## config.mk

```make
export PLATFORM = sky130hd
export DESIGN_NAME = keypad_code_lock
export DESIGN_NICKNAME = d
export VERILOG_FILES = /design/src/sv/klock_pkg.sv /design/src/sv/klock_codes.sv /design/src/sv/klock_ctrl.sv /design/src/sv/keypad_code_lock.sv
export SDC_FILE = /design/constraint.sdc
export NUM_CORES = 1
export LEC_CHECK = 0
export BUFFER_PORTS_ARGS = -buffer_cell sky130_fd_sc_hd__buf_2
export CORE_MARGIN = 2
export CORE_UTILIZATION = 65
export DETAILED_ROUTE_END_ITERATION = 8
export PLACE_DENSITY = 0.8
export SYNTH_ARGS = -nofsm -noshare
export SYNTH_HDL_FRONTEND = slang
export SYNTH_SLANG_ARGS = --single-unit
```

## constraint.sdc

```tcl
create_clock -name i_clk -period 14.3 [get_ports i_clk]
set_clock_uncertainty 0.1 [all_clocks]
set_input_delay 2.86 -clock i_clk [delete_from_list [all_inputs] [get_ports i_clk]]
set_output_delay 2.86 -clock i_clk [all_outputs]
set_load 0.01 [all_outputs]
```

## src/sv/klock_pkg.sv

```systemverilog
`timescale 1ns / 1ps
`default_nettype none

package klock_pkg;

    localparam int CODE_DIGITS = 8;
    localparam int IDX_W       = (CODE_DIGITS > 1) ? $clog2(CODE_DIGITS) : 1;
    localparam int KEY_W       = 4;
    localparam int CNT_W       = 4;

    localparam logic [IDX_W-1:0] LAST_IDX = IDX_W'(CODE_DIGITS - 1);

    localparam logic [KEY_W-1:0] KEY_MAX_DIGIT = 4'd9;
    localparam logic [KEY_W-1:0] KEY_CHANGE    = 4'd13;
    localparam logic [KEY_W-1:0] KEY_END       = 4'd14;
    localparam logic [KEY_W-1:0] KEY_START     = 4'd15;
    localparam logic [KEY_W-1:0] RESET_DIGIT   = 4'd8;

    localparam logic [CNT_W-1:0] RESET_ATTEMPTS = 4'd3;
    localparam logic [CNT_W-1:0] FAIL_MAX       = 4'd15;

    typedef enum logic [2:0] {
        PH_IDLE  = 3'd0,
        PH_ENTER = 3'd1,
        PH_OPEN  = 3'd2,
        PH_NEW1  = 3'd3,
        PH_NEW2  = 3'd4,
        PH_LOCK  = 3'd5
    } t_phase;

    typedef enum logic [2:0] {
        OC_NONE     = 3'd0,
        OC_WRONG    = 3'd1,
        OC_RIGHT    = 3'd2,
        OC_MISMATCH = 3'd3,
        OC_CHANGED  = 3'd4,
        OC_LOCKED   = 3'd5
    } t_outcome;

    typedef struct packed {
        logic             wr_entry;
        logic             wr_confirm;
        logic             commit;
        logic [IDX_W-1:0] idx;
        logic [KEY_W-1:0] key;
    } t_code_ctl;

    typedef struct packed {
        logic entry_match;
        logic confirm_match;
    } t_code_sts;

    typedef struct packed {
        t_phase           phase;
        logic [3:0]       digits;
        t_outcome         outcome;
        logic [CNT_W-1:0] failures;
    } t_result;

endpackage

`default_nettype wire

```

## src/sv/klock_codes.sv

```systemverilog
`timescale 1ns / 1ps
`default_nettype none

module klock_codes (
    input  wire logic                  i_clk,
    input  wire logic                  i_rst_n,
    input  wire klock_pkg::t_code_ctl  i_ctl,
    output klock_pkg::t_code_sts       o_sts
);

    logic [klock_pkg::KEY_W-1:0] r_stored  [klock_pkg::CODE_DIGITS];
    logic [klock_pkg::KEY_W-1:0] r_entry   [klock_pkg::CODE_DIGITS];
    logic [klock_pkg::KEY_W-1:0] r_confirm [klock_pkg::CODE_DIGITS];

    always_ff @(posedge i_clk) begin
        for (int k = 0; k < klock_pkg::CODE_DIGITS; k++) begin
            if (!i_rst_n) begin
                r_stored[k] <= klock_pkg::RESET_DIGIT;
            end else if (i_ctl.commit) begin
                r_stored[k] <= r_entry[k];
            end
        end
    end

    always_ff @(posedge i_clk) begin
        if (i_ctl.wr_entry) begin
            r_entry[i_ctl.idx] <= i_ctl.key;
        end
        if (i_ctl.wr_confirm) begin
            r_confirm[i_ctl.idx] <= i_ctl.key;
        end
    end

    // compare with the digit of this press merged in at its position
    always_comb begin
        logic [klock_pkg::KEY_W-1:0] ent_d;
        logic [klock_pkg::KEY_W-1:0] cnf_d;
        o_sts.entry_match   = 1'b1;
        o_sts.confirm_match = 1'b1;
        for (int k = 0; k < klock_pkg::CODE_DIGITS; k++) begin
            ent_d = (i_ctl.idx == klock_pkg::IDX_W'(k)) ? i_ctl.key : r_entry[k];
            cnf_d = (i_ctl.idx == klock_pkg::IDX_W'(k)) ? i_ctl.key : r_confirm[k];
            if (ent_d != r_stored[k]) begin
                o_sts.entry_match = 1'b0;
            end
            if (cnf_d != r_entry[k]) begin
                o_sts.confirm_match = 1'b0;
            end
        end
    end

endmodule

`default_nettype wire

```

## src/sv/klock_ctrl.sv

```systemverilog
`timescale 1ns / 1ps
`default_nettype none

module klock_ctrl (
    input  wire logic                          i_clk,
    input  wire logic                          i_rst_n,
    input  wire logic                          i_adv,
    input  wire logic [klock_pkg::KEY_W-1:0]   i_key,
    input  wire logic [klock_pkg::CNT_W-1:0]   i_attempts,
    input  wire klock_pkg::t_code_sts          i_sts,
    output klock_pkg::t_code_ctl               o_ctl,
    output klock_pkg::t_result                 o_res
);

    klock_pkg::t_phase                r_phase, n_phase;
    logic [klock_pkg::IDX_W-1:0]      r_idx, n_idx;
    logic [klock_pkg::CNT_W-1:0]      r_failures, n_failures;
    klock_pkg::t_result               r_res;

    logic [klock_pkg::CNT_W-1:0]      fail_inc;
    logic                             digit;
    logic                             last;
    logic                             wr_entry;
    logic                             wr_confirm;
    logic                             commit;
    klock_pkg::t_outcome              outcome;

    assign digit    = (i_key <= klock_pkg::KEY_MAX_DIGIT);
    assign last     = (r_idx == klock_pkg::LAST_IDX);
    assign fail_inc = (r_failures != klock_pkg::FAIL_MAX) ? r_failures + 1'b1 : r_failures;

    always_ff @(posedge i_clk) begin
        if (!i_rst_n) begin
            r_phase    <= klock_pkg::PH_IDLE;
            r_idx      <= '0;
            r_failures <= '0;
        end else if (i_adv) begin
            r_phase    <= n_phase;
            r_idx      <= n_idx;
            r_failures <= n_failures;
        end
    end

    always_ff @(posedge i_clk) begin
        if (i_adv) begin
            r_res.phase    <= n_phase;
            r_res.digits   <= 4'(n_idx);
            r_res.outcome  <= outcome;
            r_res.failures <= n_failures;
        end
    end

    always_comb begin
        logic judge;
        logic match;
        judge      = 1'b0;
        match      = 1'b0;
        n_phase    = r_phase;
        n_idx      = r_idx;
        n_failures = r_failures;
        outcome    = klock_pkg::OC_NONE;
        wr_entry   = 1'b0;
        wr_confirm = 1'b0;
        commit     = 1'b0;

        unique case (r_phase)
            klock_pkg::PH_IDLE: begin
                if (i_key == klock_pkg::KEY_START) begin
                    n_phase = klock_pkg::PH_ENTER;
                    n_idx   = '0;
                end
            end
            klock_pkg::PH_ENTER: begin
                if (digit) begin
                    wr_entry = 1'b1;
                    if (last) begin
                        judge = 1'b1;
                        match = i_sts.entry_match;
                    end else begin
                        n_idx = r_idx + 1'b1;
                    end
                end else if (i_key == klock_pkg::KEY_END) begin
                    judge = 1'b1;
                end
            end
            klock_pkg::PH_OPEN: begin
                if (i_key == klock_pkg::KEY_CHANGE) begin
                    n_phase = klock_pkg::PH_NEW1;
                    n_idx   = '0;
                end
            end
            klock_pkg::PH_NEW1: begin
                if (digit) begin
                    wr_entry = 1'b1;
                    if (last) begin
                        n_phase = klock_pkg::PH_NEW2;
                        n_idx   = '0;
                    end else begin
                        n_idx = r_idx + 1'b1;
                    end
                end
            end
            klock_pkg::PH_NEW2: begin
                if (digit) begin
                    wr_confirm = 1'b1;
                    if (last) begin
                        n_idx = '0;
                        if (i_sts.confirm_match) begin
                            commit  = 1'b1;
                            n_phase = klock_pkg::PH_IDLE;
                            outcome = klock_pkg::OC_CHANGED;
                        end else begin
                            n_phase = klock_pkg::PH_NEW1;
                            outcome = klock_pkg::OC_MISMATCH;
                        end
                    end else begin
                        n_idx = r_idx + 1'b1;
                    end
                end
            end
            default: begin
                n_phase = klock_pkg::PH_LOCK;
                outcome = klock_pkg::OC_LOCKED;
            end
        endcase

        if (judge) begin
            n_idx = '0;
            if (match) begin
                n_phase = klock_pkg::PH_OPEN;
                outcome = klock_pkg::OC_RIGHT;
            end else begin
                n_failures = fail_inc;
                if (fail_inc >= i_attempts) begin
                    n_phase = klock_pkg::PH_LOCK;
                    outcome = klock_pkg::OC_LOCKED;
                end else begin
                    n_phase = klock_pkg::PH_IDLE;
                    outcome = klock_pkg::OC_WRONG;
                end
            end
        end
    end

    always_comb begin
        o_ctl.wr_entry   = wr_entry && i_adv;
        o_ctl.wr_confirm = wr_confirm && i_adv;
        o_ctl.commit     = commit && i_adv;
        o_ctl.idx        = r_idx;
        o_ctl.key        = i_key;
    end

    assign o_res = r_res;

endmodule

`default_nettype wire

```

## src/sv/keypad_code_lock.sv

```systemverilog
`timescale 1ns / 1ps
`default_nettype none

// Channel  Handshake                     Payload
// -------  ----------------------------  --------------------------------------------
// key in   i_in_valid / o_in_ready       i_key_code
// status   o_out_valid / i_out_ready     o_phase, o_digits_entered, o_outcome,
//                                        o_failure_count
// config   i_cfg_valid / o_cfg_ready     i_cfg_attempts_allowed
//
// One request per cycle sustained while the status output is not stalled; a key press is held
// in the input register, then the FSM step plus the parallel code compare writes the status
// register once the status output is free. Synchronous active-low reset sets the code to all
// eights, clears failures and the phase. A stalled status output holds back the input register
// and the FSM; the config channel is always ready.

module keypad_code_lock (
    input  wire logic        i_clk,
    input  wire logic        i_rst_n,
    input  wire logic        i_in_valid,
    output logic             o_in_ready,
    input  wire logic [3:0]  i_key_code,
    output logic             o_out_valid,
    input  wire logic        i_out_ready,
    output logic [2:0]       o_phase,
    output logic [3:0]       o_digits_entered,
    output logic [2:0]       o_outcome,
    output logic [3:0]       o_failure_count,
    input  wire logic        i_cfg_valid,
    output logic             o_cfg_ready,
    input  wire logic [3:0]  i_cfg_attempts_allowed
);

    logic                            r_in_valid;
    logic [klock_pkg::KEY_W-1:0]     r_key;
    logic                            r_out_valid;
    logic [klock_pkg::CNT_W-1:0]     r_attempts;
    logic                            adv;
    klock_pkg::t_code_ctl            code_ctl;
    klock_pkg::t_code_sts            code_sts;
    klock_pkg::t_result              res;

    assign adv         = r_in_valid && (!r_out_valid || i_out_ready);
    assign o_in_ready  = !r_in_valid || adv;
    assign o_cfg_ready = 1'b1;

    always_ff @(posedge i_clk) begin
        if (!i_rst_n) begin
            r_in_valid  <= 1'b0;
            r_out_valid <= 1'b0;
            r_attempts  <= klock_pkg::RESET_ATTEMPTS;
        end else begin
            if (o_in_ready) begin
                r_in_valid <= i_in_valid;
            end
            if (adv) begin
                r_out_valid <= 1'b1;
            end else if (i_out_ready) begin
                r_out_valid <= 1'b0;
            end
            if (i_cfg_valid) begin
                r_attempts <= i_cfg_attempts_allowed;
            end
        end
    end

    always_ff @(posedge i_clk) begin
        if (i_in_valid && o_in_ready) begin
            r_key <= i_key_code;
        end
    end

    klock_ctrl u_ctrl (
        .i_clk      (i_clk),
        .i_rst_n    (i_rst_n),
        .i_adv      (adv),
        .i_key      (r_key),
        .i_attempts (r_attempts),
        .i_sts      (code_sts),
        .o_ctl      (code_ctl),
        .o_res      (res)
    );

    klock_codes u_codes (
        .i_clk   (i_clk),
        .i_rst_n (i_rst_n),
        .i_ctl   (code_ctl),
        .o_sts   (code_sts)
    );

    assign o_out_valid      = r_out_valid;
    assign o_phase          = res.phase;
    assign o_digits_entered = res.digits;
    assign o_outcome        = res.outcome;
    assign o_failure_count  = res.failures;

endmodule

`default_nettype wire

```

[Yosys cells after proc, flatten, opt, wreduce, memory -nomap -nowiden]
Memories as Yosys holds them, arrays and structs flattened.
Cells that the tools add are included.
Storage, ports and cells
  flip-flop bits (word level): 33
  memory bits (writable): 96
  bits of input ports: 13
  word-level logic and storage cells: 165
  memories: 3
Memory list
  u_codes.r_confirm: words 8, width 4, read ports 8, clocked after Yosys merged registers in 0, write ports 1, RTL line klock_codes.sv:13  | logic [klock_pkg::KEY_W-1:0] r_confirm [klock_pkg::CODE_DIGITS];
  u_codes.r_entry: words 8, width 4, read ports 8, clocked after Yosys merged registers in 0, write ports 1, RTL line klock_codes.sv:12  | logic [klock_pkg::KEY_W-1:0] r_entry [klock_pkg::CODE_DIGITS];
  u_codes.r_stored: words 8, width 4, read ports 8, clocked after Yosys merged registers in 0, write ports 8, RTL line klock_codes.sv:11  | logic [klock_pkg::KEY_W-1:0] r_stored [klock_pkg::CODE_DIGITS];
Cells by class
  $add $sub $neg: 2
  $lt $le $gt $ge: 2
  equal/unequal tests: 31
  muxes and demuxes: 93
  bitwise gates (word level): 8
  reductions and logical operators: 15
Operators with widths (count)
  $mux 4: 27
  $mux 3: 22
  $ne 4x4->1: 16
  $mux 1: 40
  $eq 3x3->1 const B: 5
  $pmux 3 s5: 1
  $eq 3x2->1 const B: 4
  $eq 4x4->1 const B: 3
  $pmux 3 s4: 1
  $or 1x1->1: 8
  $eq 3x1->1 const B: 2
  $logic_not 3->1: 2
  $pmux 3 s2: 1
  $logic_and 1x1->1: 5
  $add 4x1->4 const B: 1
  $ge 4x4->1: 1
  $le 4x4->1 const B: 1
  $ne 4x4->1 const B: 1
  $reduce_or 2->1: 2
  $reduce_or 4->1: 1
  $add 3x1->3 const B: 1
  $logic_not 1->1: 2
  $logic_or 1x1->1: 2
  $mux 2: 1
  $reduce_bool 2->1: 1

[Logic depth before layout (Yosys ltp)]
Gate-level depths: netlist of the first run.
  depth in word-level cells: 20
  gate-level depth with buffers: 14
  mapped depth without buffers: 11

[Cells and area by module]
From an unflattened synthesis of the first run, not the netlist that was laid out.
Unflattened totals
  cell total of the unflattened synthesis: 666
  area total of the unflattened synthesis: 7509.7 µm²
Modules (own cells, without submodules)
  klock_codes: times used 1, cells each 455, area an instance 5520.3 µm², sequential area each 2882.8 µm²
  klock_ctrl: times used 1, cells each 183, area an instance 1602.8 µm², sequential area each 590.6 µm²
  keypad_code_lock: times used 1, cells each 28, area an instance 386.6 µm², sequential area each 240.2 µm²

[Worst setup path before layout of the first run]
No wires, ideal clock.
  path type: input to register
  from: input port i_out_ready
  to: memory u_codes.r_stored[0][0] (netlist bit), enable pin
  setup time: 0.470 ns
  arrival: 5.809 ns
  required time: 13.730 ns
  path slack: 7.920 ns
  stages: 4
  path through: nor2b_1 > nand2b_1 > clkbuf_1 > o31ai_1
RTL lines
  start, declared: RTL line keypad_code_lock.sv:24  | input wire logic i_out_ready,
  end, declared: RTL line klock_codes.sv:11

[Final worst setup path of the first run]
  from: input port i_out_ready
  to: output port o_in_ready
On the way
  cells in the longest elaborated chain, start to end: 3
RTL lines
  $logic_or 1x1->1: RTL line keypad_code_lock.sv:43  | assign adv = r_in_valid && (!r_out_valid || i_out_ready);
  $logic_and 1x1->1: RTL line keypad_code_lock.sv:43
  $logic_or 1x1->1: RTL line keypad_code_lock.sv:44  | assign o_in_ready = !r_in_valid || adv;
  end, declared: RTL line keypad_code_lock.sv:21  | output logic o_in_ready,
Every way passes these cells.

==> flow_summary.json, run 1 <==
{
  "outcome": "finished, final reports clean",
  "final_cells": 764,
  "synthFlopType": "edfxtp_1",
  "die_area_um2": 11300,
  "cp_slowest_cell": "nor2b_1",
  "hp-class": "reg -> reg",
  "r2r_start": "u_ctrl.r_idx[0]",
  "crit_fanout": 4,
  "crit_required_ps": 11340,
  "powerDensity_nw_per_um2": 118,
  "vias": 4812,
  "grt_pass1_wl_mm": 24.7,
  "drt-total-wl_mm": 15.6,
  "core_um2": 10200,
  "crit_chain": "buf_2, nor2b_1, nand2_1, buf_2",
  "gp_congestion": 0.930,
  "worst_path_most_repeated_cell": "buf_2",
  "ir_drop_mv": 0.104,
  "wire_per_inst_um": 20.4,
  "nets": 641,
  "final_common_cell": "edfxtp_1",
  "synth_cells": 593,
  "io_buffers": 27,
  "gr-total-overflow": 0,
  "ctsHoldBuffers": 0,
  "cts_made_buffers": 17,
  "synth_seq_area_share": 0.545,
  "period_share": 0.445,
  "crit_arrival_ps": 3400,
  "finalCriticalPeriod_ps": 6360,
  "dp_hpwl_mm": 10.3,
  "synth_edf_count": 113,
  "r2r-end": "u_codes.r_stored[0][11]",
  "netlist_area_um2": 6810,
  "avgViaCountPerCell": 6.30,
  "drt-pass1-iter-count": 5,
  "num_io_pins": 30,
  "tns_ps": 0,
  "power_leakage_nw": 2.79,
  "cap_violations": 0,
  "cp-endpoint": "o_in_ready",
  "max_stage_delay_ps": 200,
  "path_clk_slew_ps": 60,
  "cts.sinks": 129,
  "post-cts-setup-buffers": 0,
  "layout-drive-gt1-share": 0.113,
  "cts_tree": "done",
  "antenna_left": 0,
  "ys_ff_latch": 129,
  "post-place-cells": 732,
  "drv_slew": 0,
  "h-tree-depth": 4,
  "initial_core_util": 0.666,
  "final_cell_mix": "113 x edfxtp_1, 37 x mux2i_1, 37 x nand2_1, 29 x and2_1, 29 x xnor2_1",
  "hold_violations": 0,
  "die_h_um": 106,
  "first_iter_violations": 512,
  "async_reset_ff_frac": 0,
  "syn_area_per_cell_um2": 11.5,
  "track_usage": 0.291,
  "max_freq_ghz": 0.157,
  "crit_type": "in -> out",
  "worst_setup_path_end_kind": "primary output",
  "critPathBufInv": 2,
  "ys_warn_count": 0,
  "cp-start-kind": "input pin",
  "grt_max_degree": 41,
  "syn2layout_area_growth_pct": 11.8,
  "ys_types": 70,
  "diodes": 0,
  "setup.worst_path.start": "i_out_ready",
  "fp.dieW_um": 106,
  "cts-root-buf": "clkbuf_8",
  "synthesis.nets": 619,
  "worstMarginPinSlew_ps": 989,
  "crit_cells": 4,
  "path_delay_family": "simple AND/OR/NAND/NOR gates",
  "slew_headroom": 0.340,
  "rsz0062_at_grt": "false",
  "clockBufferDepth": 2,
  "rows": 37,
  "grt_pass1_vias": 4646,
  "r2r_slack_ps": 9250,
  "antenna_found_initial": 0,
  "r2r_cells": 10,
  "post_cts_resized": 0,
  "finalSetupViolCount": 0,
  "drc_errors": 0,
  "clk_latency_ps": 530
}
## worst reg2reg max path, cell delays in order (launching register included)
cell and delay (ps):
dfxtp_1 620, ha_1 290, ha_1 600, mux2i_1 350
xor2_1 190, o2111ai_1 120, or3_1 370, nor4_2 480
nand3_1 570, nor2_2 970, nand2_1 120
## power by group
part | total [W] | internal (W) | switching, W
logic | 0.0000434 | 0.0000154 | 0.0000280
clock network | 0.000434 | 0.000280 | 0.000154
registers | 0.000424 | 0.000418 | 0.00000603
## layer usage
metal | GRT usage | vias to the layer above | part of all wire
li1 | - | 2212 | -
met1 | 0.375 | 2300 | 0.40
met2 | 0.474 | 252 | 0.49
met3 | 0.0705 | 48 | 0.076
met4 | 0.120 | 0 | 0.031
met5 | 0 | - | 0
## final cells by class
| class | instances | area, um^2 |
|---|---|---|
| Timing Repair Buffer | 34 | 188 |
| Fill cell | 669 | 2610 |
| Clock inverter | 13 | 168 |
| Sequential cell | 129 | 3710 |
| Clock buffer | 19 | 422 |
| Tap cell | 136 | 170 |
| Multi-Input combinational cell | 409 | 2870 |
| Inverter | 24 | 90.1 |
## sequential cells by signal (all words and copies together), names as in the netlist, 3 cells and up
register / count
u_codes.r_confirm: 32
u_codes.r_entry: 32
u_codes.r_stored: 32
u_ctrl.o_res: 13
r_attempts: 4
r_key: 4
u_ctrl.r_failures: 4
u_ctrl.r_idx: 3
u_ctrl.r_phase: 3
## Yosys cell counts, drive strengths merged, types with 6 or more instances
| cell | instances | area [um^2] |
|---|---|---|
| mux2i | 37 | 370 |
| edfxtp | 113 | 3390 |
| a21boi | 8 | 60.1 |
| inv | 23 | 86.3 |
| or3 | 8 | 50.1 |
| o21ai | 20 | 104 |
| ha | 13 | 163 |
| nand3 | 7 | 35.0 |
| buf | 17 | 104 |
| nand2b | 18 | 113 |
| nor4 | 7 | 50.1 |
| nand2 | 39 | 156 |
| nand4 | 10 | 62.6 |
| dfxtp | 16 | 320 |
| nor2 | 29 | 109 |
| nor2b | 17 | 106 |
| nor3 | 7 | 35.0 |
| o22ai | 6 | 37.5 |
| clkbuf | 14 | 52.6 |
| and2 | 29 | 181 |
| a21oi | 23 | 115 |
| and3 | 6 | 37.5 |
| xor2 | 27 | 236 |
| xnor2 | 29 | 254 |
## stage by stage
step            util  instance area [um^2]  hold WS [ps]  setup WS, ps  total power (W)
2_1_floorplan      -                  6810           348          7920         0.000460
3_3_place_gp   0.687                  7030           371          7970         0.000472
3_5_place_dp   0.687                  7030           388          7960         0.000474
4_1_cts        0.745                  7620           403          7950         0.000905
5_1_grt        0.745                  7620           434          7860         0.000925
6_report       0.745                  7620           394          7940         0.000902
## how the worst min path moves through the flow
stage                        from            end  slack (ps)  depth (start not counted)
floorplan           r_attempts[0]  r_attempts[0]         350                          2
global placement    r_attempts[0]  r_attempts[0]         370                          2
detailed placement  r_attempts[0]  r_attempts[0]         390                          2
CTS                 r_attempts[1]  r_attempts[1]         400                          2
global route        r_attempts[0]  r_attempts[0]         430                          2
finish              r_attempts[1]  r_attempts[1]         390                          2
## cells by family after synthesis
logic type | count (synthesis) | share of synthesized area
AOI/OAI and AO/OA | 106 | 0.106
xor gates and xnor gates | 56 | 0.0720
adders and majority gates | 13 | 0.0239
buffers and inverters | 55 | 0.0362
DFF | 129 | 0.545
muxes | 41 | 0.0610
other | 2 | 0.00110
and+or+nand+nor | 191 | 0.155
(Power assumes the default switching activity.)
==> run 2: changes to the inputs <==
- ABC_AREA: unset -> 1
- CORE_UTILIZATION: 65 -> 56
- PLACE_DENSITY: 0.8 -> 0.72
- clock period: 14.3 -> 5.7 ns (I/O delays scaled with it)
==> run 2 against run 1 <==
  * Sequential share of layout area shrank 0.67 points
  * Global-route usage shrank 1.4 points
  * Die area grew 16%
  * Design area grew 1.4%
==> flow_summary.json, run 2 <==
{
  "outcome": "finished, final reports clean",
  "r2r_cells": 14,
  "num_io_pins": 30,
  "die_area_um2": 13100,
  "synth_cells": 842,
  "slew_headroom": 0.477,
  "cts_made_buffers": 17,
  "power_leakage_nw": 3.65,
  "holdPathStages": 2,
  "drt-pass1-iter-count": 5,
  "cts.sinks": 129,
  "cts-root-buf": "clkbuf_16",
  "worstMarginPinSlew_ps": 780,
  "rsz0062_at_grt": "false",
  "final_common_cell": "nand2_1",
  "setup_slack_ps": 1460,
  "cts_tree": "done",
  "max_stage_delay_ps": 660,
  "rows": 40,
  "vias": 5798,
  "worst_path_most_repeated_cell": "nand2_1",
  "period_share": 0.744,
  "hold_violations": 0,
  "grt_pass1_vias": 5314,
  "crit_type": "reg -> reg",
  "p_sw_w": 0.000565,
  "yosysMostFrequentCell": "nand2_1",
  "synth_top_area_frac": 0.495,
  "post-layout-total-power_w": 0.00235,
  "grt_pass1_wl_mm": 27.0,
  "crit_chain": "inv_1, ha_1, nand2_1, nand2_1, nand2_1, nand2_1, nand2_1, nand3_1, nor2_1, nand3_1, nor3_2, nand2_1, nand2_1, buf_4",
  "cp-start-kind": "flip-flop",
  "r2r-end": "u_codes.r_stored[0][10]",
  "gr-total-overflow": 0,
  "finalCriticalPeriod_ps": 4240,
  "critPathBufInv": 2,
  "dp_hpwl_mm": 12.4,
  "core_um2": 12000,
  "wire_per_inst_um": 16.9,
  "ys_warn_count": 0,
  "ir_drop_mv": 0.211,
  "hold_end": "r_attempts[2]",
  "r2r_start": "u_ctrl.r_idx[0]",
  "post_cts_resized": 0,
  "max_freq_ghz": 0.236,
  "layout-drive-gt1-share": 0.0866,
  "track_usage": 0.277,
  "ys_top_cells_by_area": "edfxtp_1 49%, nand2_1 16%, nand3_1 7.0%",
  "crit_arrival_ps": 4250,
  "crit_fanout": 20,
  "clk_latency_ps": 430,
  "cp_slowest_cell": "nor3_2",
  "syn2layout_area_growth_pct": 12.7,
  "whs_ps": 374,
  "p_comb_frac": 0.079,
  "antenna_found_initial": 0,
  "drt-total-wl_mm": 17.5,
  "worstHoldStart": "r_attempts[2]",
  "fp.dieW_um": 115,
  "finalSetupViolCount": 0,
  "p_int_w": 0.00179,
  "syn_area_per_cell_um2": 8.14,
  "place_area_um2": 7130,
  "fillers": 991,
  "grt_max_degree": 28,
  "r2r_slack_ps": 1460,
  "finalInstanceArea_um2": 7720,
  "h-tree-depth": 4,
  "ctsHoldBuffers": 0,
  "final_cell_mix": "292 x nand2_1, 113 x edfxtp_1, 108 x inv_1, 96 x nand3_1, 86 x nor2_1",
  "synthesis.nets": 868,
  "synth_seq_area_share": 0.542,
  "power_frac_seq": 0.455,
  "synth_common_cells": "292 x nand2_1, 113 x edfxtp_1, 108 x inv_1",
  "antenna_left": 0,
  "first_iter_violations": 722,
  "crit_required_ps": 5700,
  "swShare": 0.240,
  "drc_errors": 0,
  "nets": 902,
  "drv_slew": 0,
  "die_h_um": 115,
  "synth_largest_area_cell": "edfxtp_1",
  "post-cts-setup-buffers": 0,
  "clockBufferDepth": 2,
  "async_reset_ff_frac": 0,
  "cap_violations": 0,
  "crit_cells": 14,
  "ys_ff_latch": 129,
  "path_delay_family": "simple AND/OR/NAND/NOR gates",
  "synth_edf_count": 113,
  "top_regs": "u_codes.r_confirm x32, u_codes.r_entry x32, u_codes.r_stored x32",
  "ys_types": 30,
  "tns_ps": 0,
  "powerDensity_nw_per_um2": 305,
  "dp_slack_ps": 1570,
  "path_clk_slew_ps": 60,
  "gp_congestion": 0.937,
  "worst_setup_path_end_kind": "flip-flop",
  "avgViaCountPerCell": 5.60,
  "synthFlopType": "edfxtp_1",
  "initial_core_util": 0.573,
  "io_buffers": 27,
  "pwr-share-clk": 0.465,
  "netlist_area_um2": 6860,
  "hp-class": "reg -> reg",
  "diodes": 0
}
run 2: area by class of cell:
type                       count  area (um^2)  share of cell area
clock inverter                15          169              0.0219
sequential                   129         3710               0.481
clock buffer                  17          425              0.0551
inverter                     112          420              0.0544
timing repair buffer          34          188              0.0243
multi-input combinational    582         2630               0.340
tap                          147          184              0.0238
run 2: metal layers:
layer  vias up  global-route usage  wire (um)
li1       2807                   -          -
met1      2708               0.360       7340
met2       242               0.441       8260
met3        41              0.0736       1390
met4         0               0.116        507
met5         -                   0          0
run 2: logic make-up after synthesis:
family,share of synthesized area
buf+inv,0.0755
xor+xnor,0.00639
fa+ha+maj,0.0237
compound gates,0.0449
flops,0.542
other cells,0.00110
simple gates,0.307
run 2: tightest hold or removal path, delay by kind of cell, from the launching register on:
family | cells | cell delay (ps)
flip-flops | 1 | 290
buffers and inverters | 1 | 70
AO/OA/AOI/OAI | 1 | 60
run 2: stage by stage:
stage / utilization / cells
global route: 0.646 / 1036
floorplan: - / 842
CTS: 0.646 / 1036
detailed placement: 0.596 / 1004
finish: 0.646 / 1036
global placement: 0.596 / 1004
run 2: power by group through the flow:
stage | Clock, W | Sequential, W | Combinational, W
after global placement | 0 | 0.00109 | 0.000179
after global routing | 0.00114 | 0.00107 | 0.000209
after floorplan | 0 | 0.00109 | 0.000127
after detailed placement | 0 | 0.00109 | 0.000183
after CTS | 0.00110 | 0.00107 | 0.000185
final | 0.00110 | 0.00107 | 0.000187
run 2: worst max-delay path by stage:
stage	slack, ps	to	start
4_1_cts	1540	u_codes.r_stored[1][14]	u_ctrl.r_idx[0]
5_1_grt	1140	u_codes.r_stored[0][12]	u_ctrl.r_idx[0]
6_report	1460	u_codes.r_stored[0][10]	u_ctrl.r_idx[0]
3_5_place_dp	1570	u_codes.r_stored[1][14]	u_ctrl.r_idx[0]
3_3_place_gp	1730	u_codes.r_stored[1][14]	r_key[1]
2_1_floorplan	2210	u_codes.r_stored[0][0]	i_out_ready
==> run 3: changes to the inputs <==
- clock period: 5.7 -> 3.75 ns (I/O delays scaled with it)
==> run 3 against run 2 <==
  * Fmax increased by 28%
  * Total power increased by 50%
  * Clock-buffer cell count increased by 4
  * Via count about the same
  * Worst hold slack got worse by 5.8 ps
  * Worst setup slack got worse by 1000 ps
  * Largest power group is now sequential cells
==> flow_summary.json, run 3 (synthesized netlist as in run 2, its figures left out) <==
{
  "outcome": "finished, final reports clean",
  "track_usage": 0.283,
  "drt-total-wl_mm": 17.4,
  "finalCriticalPeriod_ps": 3320,
  "clk_latency_ps": 430,
  "power_leakage_nw": 3.70,
  "crit_fanout": 15,
  "cp-start-kind": "flip-flop",
  "post-cts-setup-buffers": 0,
  "final_cells": 1044,
  "avgViaCountPerCell": 5.55,
  "powerDensity_nw_per_um2": 454,
  "cts.sinks": 129,
  "drt-pass1-iter-count": 6,
  "crit_arrival_ps": 3490,
  "post_cts_resized": 0,
  "ir_drop_mv": 0.288,
  "crit_required_ps": 3920,
  "cts-root-buf": "clkbuf_16",
  "rows": 40,
  "r2r_cells": 16,
  "worstHoldStart": "r_attempts[2]",
  "cap_violations": 0,
  "nets": 910,
  "cts_made_buffers": 17,
  "holdPathStages": 2,
  "fillers": 975,
  "max_freq_ghz": 0.301,
  "clockBufferDepth": 2,
  "hold_violations": 0,
  "tns_ps": 0,
  "finalInstanceArea_um2": 7760,
  "worstMarginPinSlew_ps": 819,
  "fp.dieW_um": 115,
  "drv_slew": 0,
  "r2r_start": "u_ctrl.r_idx[0]",
  "core_um2": 12000,
  "syn2layout_area_growth_pct": 13.2,
  "slew_headroom": 0.454,
  "period_share": 0.885,
  "dp_hpwl_mm": 12.3,
  "crit_type": "reg -> reg",
  "place_area_um2": 7190,
  "num_io_pins": 30,
  "r2r-end": "u_codes.r_stored[0][13]",
  "die_area_um2": 13100,
  "r2r_slack_ps": 430,
  "antenna_found_initial": 0,
  "wire_per_inst_um": 16.7,
  "initial_core_util": 0.573,
  "final_cell_mix": "292 x nand2_1, 113 x edfxtp_1, 108 x inv_1, 96 x nand3_1, 86 x nor2_1",
  "layout-drive-gt1-share": 0.0914,
  "finalSetupViolCount": 0,
  "path_clk_slew_ps": 50,
  "gp_congestion": 0.881,
  "hp-class": "reg -> reg",
  "ctsHoldBuffers": 0,
  "cts_tree": "done",
  "worst_setup_path_end_kind": "flip-flop",
  "grt_max_degree": 21,
  "antenna_left": 0,
  "top_regs": "u_codes.r_confirm x32, u_codes.r_entry x32, u_codes.r_stored x32",
  "drc_errors": 0,
  "hold_end": "r_attempts[2]",
  "post-layout-total-power_w": 0.00353,
  "final_common_cell": "nand2_1",
  "h-tree-depth": 4,
  "diodes": 0,
  "grt_pass1_vias": 5514,
  "vias": 5797,
  "io_buffers": 27,
  "grt_pass1_wl_mm": 27.7,
  "rsz0062_at_grt": "false",
  "post-place-cells": 1012,
  "die_h_um": 115,
  "first_iter_violations": 639,
  "gr-total-overflow": 0
}
-- run 3: changes by cell type in the layout (fill, tap and decap cells not counted) --
cell / delta
buf_4: +8
bufinv_16: -1
clkbuf_1: +2
clkbuf_8: +2
clkinv_1: +1
clkinvlp_4: -4
-- run 3: worst max path at each step --
stage | startpoint | to | depth (start not counted)
5_1_grt | u_ctrl.r_idx[0] | u_codes.r_stored[0][12] | 16
3_5_place_dp | u_ctrl.r_idx[0] | u_codes.r_stored[0][13] | 16
3_3_place_gp | u_ctrl.r_idx[0] | u_codes.r_stored[0][10] | 15
4_1_cts | u_ctrl.r_idx[0] | u_codes.r_stored[0][13] | 16
6_report | u_ctrl.r_idx[0] | u_codes.r_stored[0][13] | 16
2_1_floorplan | u_ctrl.r_idx[1] | u_codes.r_stored[0][0] | 16
-- run 3: per-stage QoR --
step | util | hold slack [ps] | worst slack [ps]
2_1_floorplan | - | 335 | 487
3_3_place_gp | 0.601 | 353 | 543
3_5_place_dp | 0.601 | 359 | 522
4_1_cts | 0.649 | 367 | 525
5_1_grt | 0.649 | 387 | 210
6_report | 0.649 | 368 | 431
-- run 3: final cells by class --
type	count	area [um^2]	area share
Sequential cell	129	3710	0.478
Multi-Input combinational cell	582	2630	0.338
Clock buffer	21	460	0.0593
Inverter	112	420	0.0541
Timing Repair Buffer	42	248	0.0319
Tap cell	147	184	0.0237
Clock inverter	11	113	0.0145
-- run 3: per-layer routing --
layer | track usage | wire, um | vias to the layer above
li1 | - | - | 2830
met5 | 0 | 0 | -
met3 | 0.0709 | 1460 | 36
met2 | 0.455 | 8190 | 263
met4 | 0.116 | 446 | 0
met1 | 0.367 | 7300 | 2668
-- run 3: worst max-delay path, cell delays in order, from the launching register on --
cell and delay, ps:
dfxtp_1 380, inv_1 240, ha_1 500, nand2_1 300, nand2_1 170, nand2_1 60
nand2_1 60, o21ai_0 90, nor2_1 100, nand2_1 50, nor2_1 140, nand2_1 140
nor3_2 170, buf_4 220, nand3_2 90, buf_4 230, nor2_1 120
-- run 3: power breakdown --
| group | internal, W | switching (W) | total [W] |
|---|---|---|---|
| Combinational | 0.0000899 | 0.000199 | 0.000289 |
| Clock | 0.00100 | 0.000607 | 0.00161 |
| Sequential | 0.00160 | 0.0000308 | 0.00163 |
